==> config.mk <==
export PLATFORM = sky130hd
export DESIGN_NAME = lif_ctrl
export DESIGN_NICKNAME = d
export VERILOG_FILES = /design/src/hdl/lif_pkg.sv /design/src/hdl/lif_ctrl.sv
export SDC_FILE = /design/constraint.sdc
export NUM_CORES = 1
export LEC_CHECK = 0
export BUFFER_PORTS_ARGS = -buffer_cell sky130_fd_sc_hd__buf_4
export CAP_MARGIN = 0
export CORE_AREA = 4 4 41 43
export CTS_BUF_LIST = sky130_fd_sc_hd__clkbuf_16
export DETAILED_ROUTE_END_ITERATION = 10
export DIE_AREA = 0 0 45 47
export SLEW_MARGIN = 20
export SYNTH_ARGS = -nofsm -noshare
export SYNTH_HDL_FRONTEND = slang
export SYNTH_SLANG_ARGS = --single-unit
==> constraint.sdc <==
create_clock -name clock -period 1.91 [get_ports clock]
set_clock_uncertainty 0.1 [all_clocks]
set_input_delay 0.382 -clock clock [delete_from_list [all_inputs] [get_ports clock]]
set_output_delay 0.382 -clock clock [all_outputs]
set_load 0.02 [all_outputs]
==> src/hdl/lif_pkg.sv <==
// Shared types, constants and the decay factor table for the LIF neuron array.
// No dependencies; lif_ctrl, lif_dp and the top level import this package.
package lif_pkg;

   localparam int NEURONS_DEF = 64;
   localparam int DIV_STEPS   = 56;
   localparam int DEC_STEPS   = 22;
   localparam logic [55:0] DECAY_LIMIT = 56'(46) << 16;

   typedef enum logic [2:0] {
      CSR_LEAK_TIME,
      CSR_REFRACTORY_TIME,
      CSR_SCALED_THRESHOLD,
      CSR_BIPOLAR_OFFSET,
      CSR_BIPOLAR_INTEGRATION,
      CSR_BIPOLAR_THRESHOLD,
      CSR_TERMINATE_DELTA
   } lif_csr_type;

   typedef enum logic [3:0] {
      ST_CLEAR,
      ST_IDLE,
      ST_READ,
      ST_LOAD,
      ST_DIV,
      ST_DINIT,
      ST_DECAY,
      ST_SCALE,
      ST_UPDATE,
      ST_SCAN,
      ST_SCAN_END,
      ST_FIN,
      ST_DONE
   } lif_state_type;

   typedef struct packed {
      logic clr;
      logic load;
      logic rd;
      logic start;
      logic div_step;
      logic dec_init;
      logic dec_step;
      logic scale;
      logic update;
      logic scan;
      logic scan_end;
      logic fin;
      logic out_load;
   } lif_cmd_type;

   typedef struct packed {
      logic clr_last;
      logic in_range;
      logic leak_on;
      logic div_last;
      logic dec_last;
      logic need_scan;
      logic scan_last;
      logic out_free;
   } lif_sts_type;

   // round(2^32 * exp(-2^b / 65536)) for bit b of the Q40.16 ratio
   function automatic logic [31:0] lif_decay_tab(input logic [4:0] idx);
      logic [31:0] v;
      case (idx)
         5'd0:    v = 32'd4294901760;
         5'd1:    v = 32'd4294836226;
         5'd2:    v = 32'd4294705160;
         5'd3:    v = 32'd4294443040;
         5'd4:    v = 32'd4293918848;
         5'd5:    v = 32'd4292870656;
         5'd6:    v = 32'd4290775039;
         5'd7:    v = 32'd4286586875;
         5'd8:    v = 32'd4278222805;
         5'd9:    v = 32'd4261543595;
         5'd10:   v = 32'd4228380000;
         5'd11:   v = 32'd4162825044;
         5'd12:   v = 32'd4034748382;
         5'd13:   v = 32'd3790295335;
         5'd14:   v = 32'd3344923893;
         5'd15:   v = 32'd2605029347;
         5'd16:   v = 32'd1580030169;
         5'd17:   v = 32'd581260616;
         5'd18:   v = 32'd78665070;
         5'd19:   v = 32'd1440801;
         5'd20:   v = 32'd483;
         default: v = 32'd0;
      endcase
      return v;
   endfunction

endpackage

==> src/hdl/lif_ctrl.sv <==
// Sequencer for the LIF neuron array: clearing pass, per-item phases, result hand-off.
// Depends on lif_pkg.
module lif_ctrl (
   input  logic                 clock,
   input  logic                 reset,
   input  logic                 req_valid,
   output logic                 req_ready,
   input  lif_pkg::lif_sts_type sts,
   output lif_pkg::lif_cmd_type cmd
);
   import lif_pkg::*;

   lif_state_type state_ff, state_in;

   always_ff @(posedge clock) begin
      if (reset) begin
         state_ff <= ST_CLEAR;
      end else begin
         state_ff <= state_in;
      end
   end

   always_comb begin
      state_in = state_ff;
      case (state_ff)
         ST_CLEAR:    if (sts.clr_last) state_in = ST_IDLE;
         ST_IDLE:     if (req_valid) state_in = ST_READ;
         ST_READ:     state_in = ST_LOAD;
         ST_LOAD: begin
            if (!sts.in_range) state_in = ST_DONE;
            else if (sts.leak_on) state_in = ST_DIV;
            else state_in = ST_UPDATE;
         end
         ST_DIV:      if (sts.div_last) state_in = ST_DINIT;
         ST_DINIT:    state_in = ST_DECAY;
         ST_DECAY:    if (sts.dec_last) state_in = ST_SCALE;
         ST_SCALE:    state_in = ST_UPDATE;
         ST_UPDATE:   state_in = sts.need_scan ? ST_SCAN : ST_DONE;
         ST_SCAN:     if (sts.scan_last) state_in = ST_SCAN_END;
         ST_SCAN_END: state_in = ST_FIN;
         ST_FIN:      state_in = ST_DONE;
         ST_DONE:     if (sts.out_free) state_in = ST_IDLE;
         default:     state_in = ST_CLEAR;
      endcase
   end

   always_comb begin
      cmd       = '0;
      req_ready = 1'b0;
      case (state_ff)
         ST_CLEAR:    cmd.clr = 1'b1;
         ST_IDLE: begin
            req_ready = 1'b1;
            cmd.load  = req_valid;
         end
         ST_READ:     cmd.rd = 1'b1;
         ST_LOAD:     cmd.start = 1'b1;
         ST_DIV:      cmd.div_step = 1'b1;
         ST_DINIT:    cmd.dec_init = 1'b1;
         ST_DECAY:    cmd.dec_step = 1'b1;
         ST_SCALE:    cmd.scale = 1'b1;
         ST_UPDATE:   cmd.update = 1'b1;
         ST_SCAN:     cmd.scan = 1'b1;
         ST_SCAN_END: cmd.scan_end = 1'b1;
         ST_FIN:      cmd.fin = 1'b1;
         ST_DONE:     cmd.out_load = sts.out_free;
         default:     cmd = '0;
      endcase
   end

endmodule

# Yosys cells after proc, flatten, opt, wreduce, memory -nomap -nowiden
# Cells that the tools add are included.
[totals]
latchBits = 0
ff_bits = 4
ram_bits = 0
n_memories = 0
inputBits = 11
romBits = 0
elab_cells = 45
out_inout_bits = 14
[classes]
order_cmp = 0
reduce_logical = 2
muxes = 24
n_bitwise = 0
mul = 0
add_sub_neg = 0
eq_ne = 18
n_shift = 0
n_div = 0
[op_table]
columns = ["op", "n"]
rows = [
  ["4-bit case mux with 13 select lines", 1],
  ["4-bit two-way mux", 8],
  ["4-bit equality test, second input constant", 5],
  ["4-bit by 3-bit equality test with 1-bit output, second input constant", 4],
  ["1-bit two-way mux", 14],
  ["2-bit inequality test, second input constant", 6],
  ["4-bit by 2-bit equality test with 1-bit output, second input constant", 2],
  ["6-bit AND reduction", 1],
  ["4-bit by 1-bit equality test with 1-bit output, second input constant", 1],
  ["4-bit logical NOT", 1],
  ["3-bit two-way mux", 1],
]

# Longest topological paths before layout
[logic_depth]
word_depth = 3
depth_mapped = 6
depth_no_buf = 5

# Worst setup path before layout
# No wires, ideal clock.
[synth_timing]
path_kind = "register to output"
startpoint = "register state_ff[3]"
endpoint = "output port cmd[11] (netlist bit)"
setup_slack_ns = -0.012
path_stages_with_launch = 5
t_required_ns = 1.428
arrival_time_ns = 1.440
cell_sequence = "dfxtp_1 buf_2 nand2b_1 nor3_1 and2_1"
[synth_rtl]
columns = ["element", "line", "source"]
rows = [
  ["start: declaration", "lif_ctrl.sv:13", "lif_state_type state_ff, state_in;"],
  ["start signal: assignment", "lif_ctrl.sv:19", "state_ff <= state_in;"],
  ["end: declaration", "lif_ctrl.sv:9", "output lif_pkg::lif_cmd_type cmd"],
]

==> reports/results.txt <==
Worst Setup Start Kind: flip-flop
Final period utilization: 94.3%
Net count, final: 97
Hold endpoint: state_ff[0]$_SDFFE_PP0P_
Slew Viols, Final: 0
Drt pass-1 iters: 3
Switching part of the total: 34.9%
TritonCTS clock tree: done
Area Growth Syn to Fin: 73.3%
Reg area: 81.3 sq um
Status: complete, no violations
Final setup vio count: 0
Max-Cap Viols: 0
Synth cell types: 25
First-pass GRT wire length: 1.89 mm
Max reg flops: 4
Critical path class: reg -> out
Port bufs: 24
Wirelength per Cell: 12.3 um
Max Root-Sink Buffers: 2
Reg power frac: 17.4%
Number of hold violations in the final report: 0
Reg2Reg Setup Slack: 0.33 ns
# DRC: 0
Worst hold start: reset
Seq cells post-synth: 4
Int Pwr: 566 uW
Root Buffer: clkbuf_16
Cell area after synthesis: 403 sq um
Post-Syn Instances: 57
Worst slew pin tran: 0.327 ns
Antenna diode count: 0
Layout cells sized above 1: 41.7%
Max rail drop VDD: 0.000822 V
Horiz. Die Dim: 45 um
Layout fillers: 141
Worst slew margin: 78.2%
Area leader, netlist: dfxtp_1
Crit Path Max Fanout: 9
Worst Hold Depth: 2
HP Class: in -> reg
Multi-input gate area: 302 sq um
IO Pins: 25
Worst reg2reg startpoint: state_ff[1]$_SDFFE_PP0P_
Core area: 1300 sq um
Yosys top cell area share: 19.9%
Sw Pwr: 303 uW
Clock power share: 36.8%
Via/cell ratio: 5.15
Avg Inst Size Synth: 7.07 sq um
Initial Utilization: 31.0%
Final setup margin: 0.108 ns
Gr usage total: 12.2%
Cell area power density: 1250 nW/um^2
Largest registers: state_ff: 4 flops
Reg clk slew, reported paths: 0.03 ns
Post-CTS Hold Buffers: 0
Sequential share of the synthesized area: 19.9%
Crit. End Element: output pin
Synth area leaders: dfxtp_1, mux2i_1, nor3_1
Worst Path Required: 1.43 ns
Total CTS buffers: 3
Post-synth top cells: nor3_1, nor2_1, nand2b_1
Largest net degree at the start of global routing: 14
Final setup TNS: 0 ns
Clock latency at the later pin of the worst-skew pair: 0.22 ns
Global placer's final weighted congestion: 0.731
Worst EP arrival: 1.32 ns
Post-place setup slack: 0.228 ns
H-tree depth: 1
Final antenna-violating net count: 0
Leak: 0.000320 uW
Synthesis Warnings: 0
R2R Path End: state_ff[0]$_SDFFE_PP0P_
EDFF count, synth: 0
Chip height: 47 um
Top reg by flops: state_ff
Total wire length: 1.22 mm
DP Wirelength: 953 um
Asr flop ratio synth: 0%
Total gr overflow: 0
Number of global-route vias before repair: 431
Primary FF master, synth: dfxtp_1
Post-synth net total: 68
F_max: 555 MHz
Worst Reg-to-Reg Cells: 5
Final Critical Period: 1.80 ns
Die ar.: 2120 sq um
Share of total power in combinational logic: 45.8%
Row Count: 13
Most frequent cell after synthesis: nor3_1
Sink Count: 4
Via Count: 510
DRT iter0 DRCs: 7
Antenna violations before repair: 0
RSZ-0062 raised after global routing: false
## stage by stage
step	utilization (%)	instances	hold WS, ns	power [uW]	instance area [sq um]
detailed placement	47.8	96	0.478	551	622
floorplan	-	57	0.354	405	408
CTS	53.6	99	0.251	878	697
finish	53.7	99	0.247	870	698
global placement	47.8	96	0.474	548	622
global route	53.7	99	0.257	924	698
## how the worst max path moves through the flow
stage / cells after the start / endpoint / from / slack, ns
after detailed placement: 6 / state_ff[0]$_SDFFE_PP0P_ / sts[7] / 0.23
after global routing: 4 / cmd[11] / state_ff[3]$_SDFFE_PP0P_ / 0.04
after CTS: 4 / cmd[11] / state_ff[0]$_SDFFE_PP0P_ / 0.004
after global placement: 6 / state_ff[2]$_SDFFE_PP0P_ / sts[7] / 0.24
final: 4 / cmd[11] / state_ff[3]$_SDFFE_PP0P_ / 0.11
after floorplan: 3 / cmd[12] / state_ff[3]$_SDFFE_PP0P_ / 0.12
## repair_timing
action,CTS,global route
setup buffers,0,0
setup endpoints to repair,0,1
gates resized for setup,0,1
## cell families after synthesis
kind of cell,Yosys count,synth area share (%)
buffers and inverters,6,6.52
multiplexers,4,9.94
AND/OR/NAND/NOR,34,44.7
AO/OA/AOI/OAI,9,18.9
flip-flops,4,19.9
## power groups by stage
stage / Sequential (uW) / Clock, uW / Combinational (uW)
3_3_place_gp: 148 / 0 / 399
6_report: 152 / 320 / 398
3_5_place_dp: 150 / 0 / 401
2_1_floorplan: 130 / 0 / 275
4_1_cts: 149 / 326 / 402
5_1_grt: 156 / 333 / 435
## layer usage
metal	routed length [um]	GRT usage, %	vias to the layer above	share of wire (%)
li1	-	-	262	-
met1	538	15.7	236	44
met2	589	19.5	12	48
met3	90	3.83	0	7.4
met4	0	3.51	0	0
met5	0	0	-	0
## worst max-delay path, cell delays in order (launching register included)
cell,delay [ns]
dfxtp_1,0.50
nand2b_1,0.24
nor3_2,0.06
and2_1,0.15
buf_4,0.15
## placed cells by master (no fill, tap or decap), drive strengths merged
master and instances:
dfxtp 4, nand2 4, and2 1, o32a 1
nand2b 5, nand3b 3, nor2b 2, o21ai 1
o311a 1, o21a 1, mux2i 4, a31oi 1
nor4 1, nor3 8, a221oi 1, o32ai 1
nor2 7, clkbuf 3, a21oi 1, a22oi 1
or3 2, inv 1, buf 29, nor3b 1
## cell type report
cell class / instances / share of cell area, %
clock buffers: 3 / 10.8
inverters: 1 / 0.538
multi-input cells: 47 / 43.2
flip-flops and latches: 4 / 11.6
well taps: 15 / 2.69
repair buffers: 29 / 31.2
No activity file was read; power rests on OpenSTA's default activity.
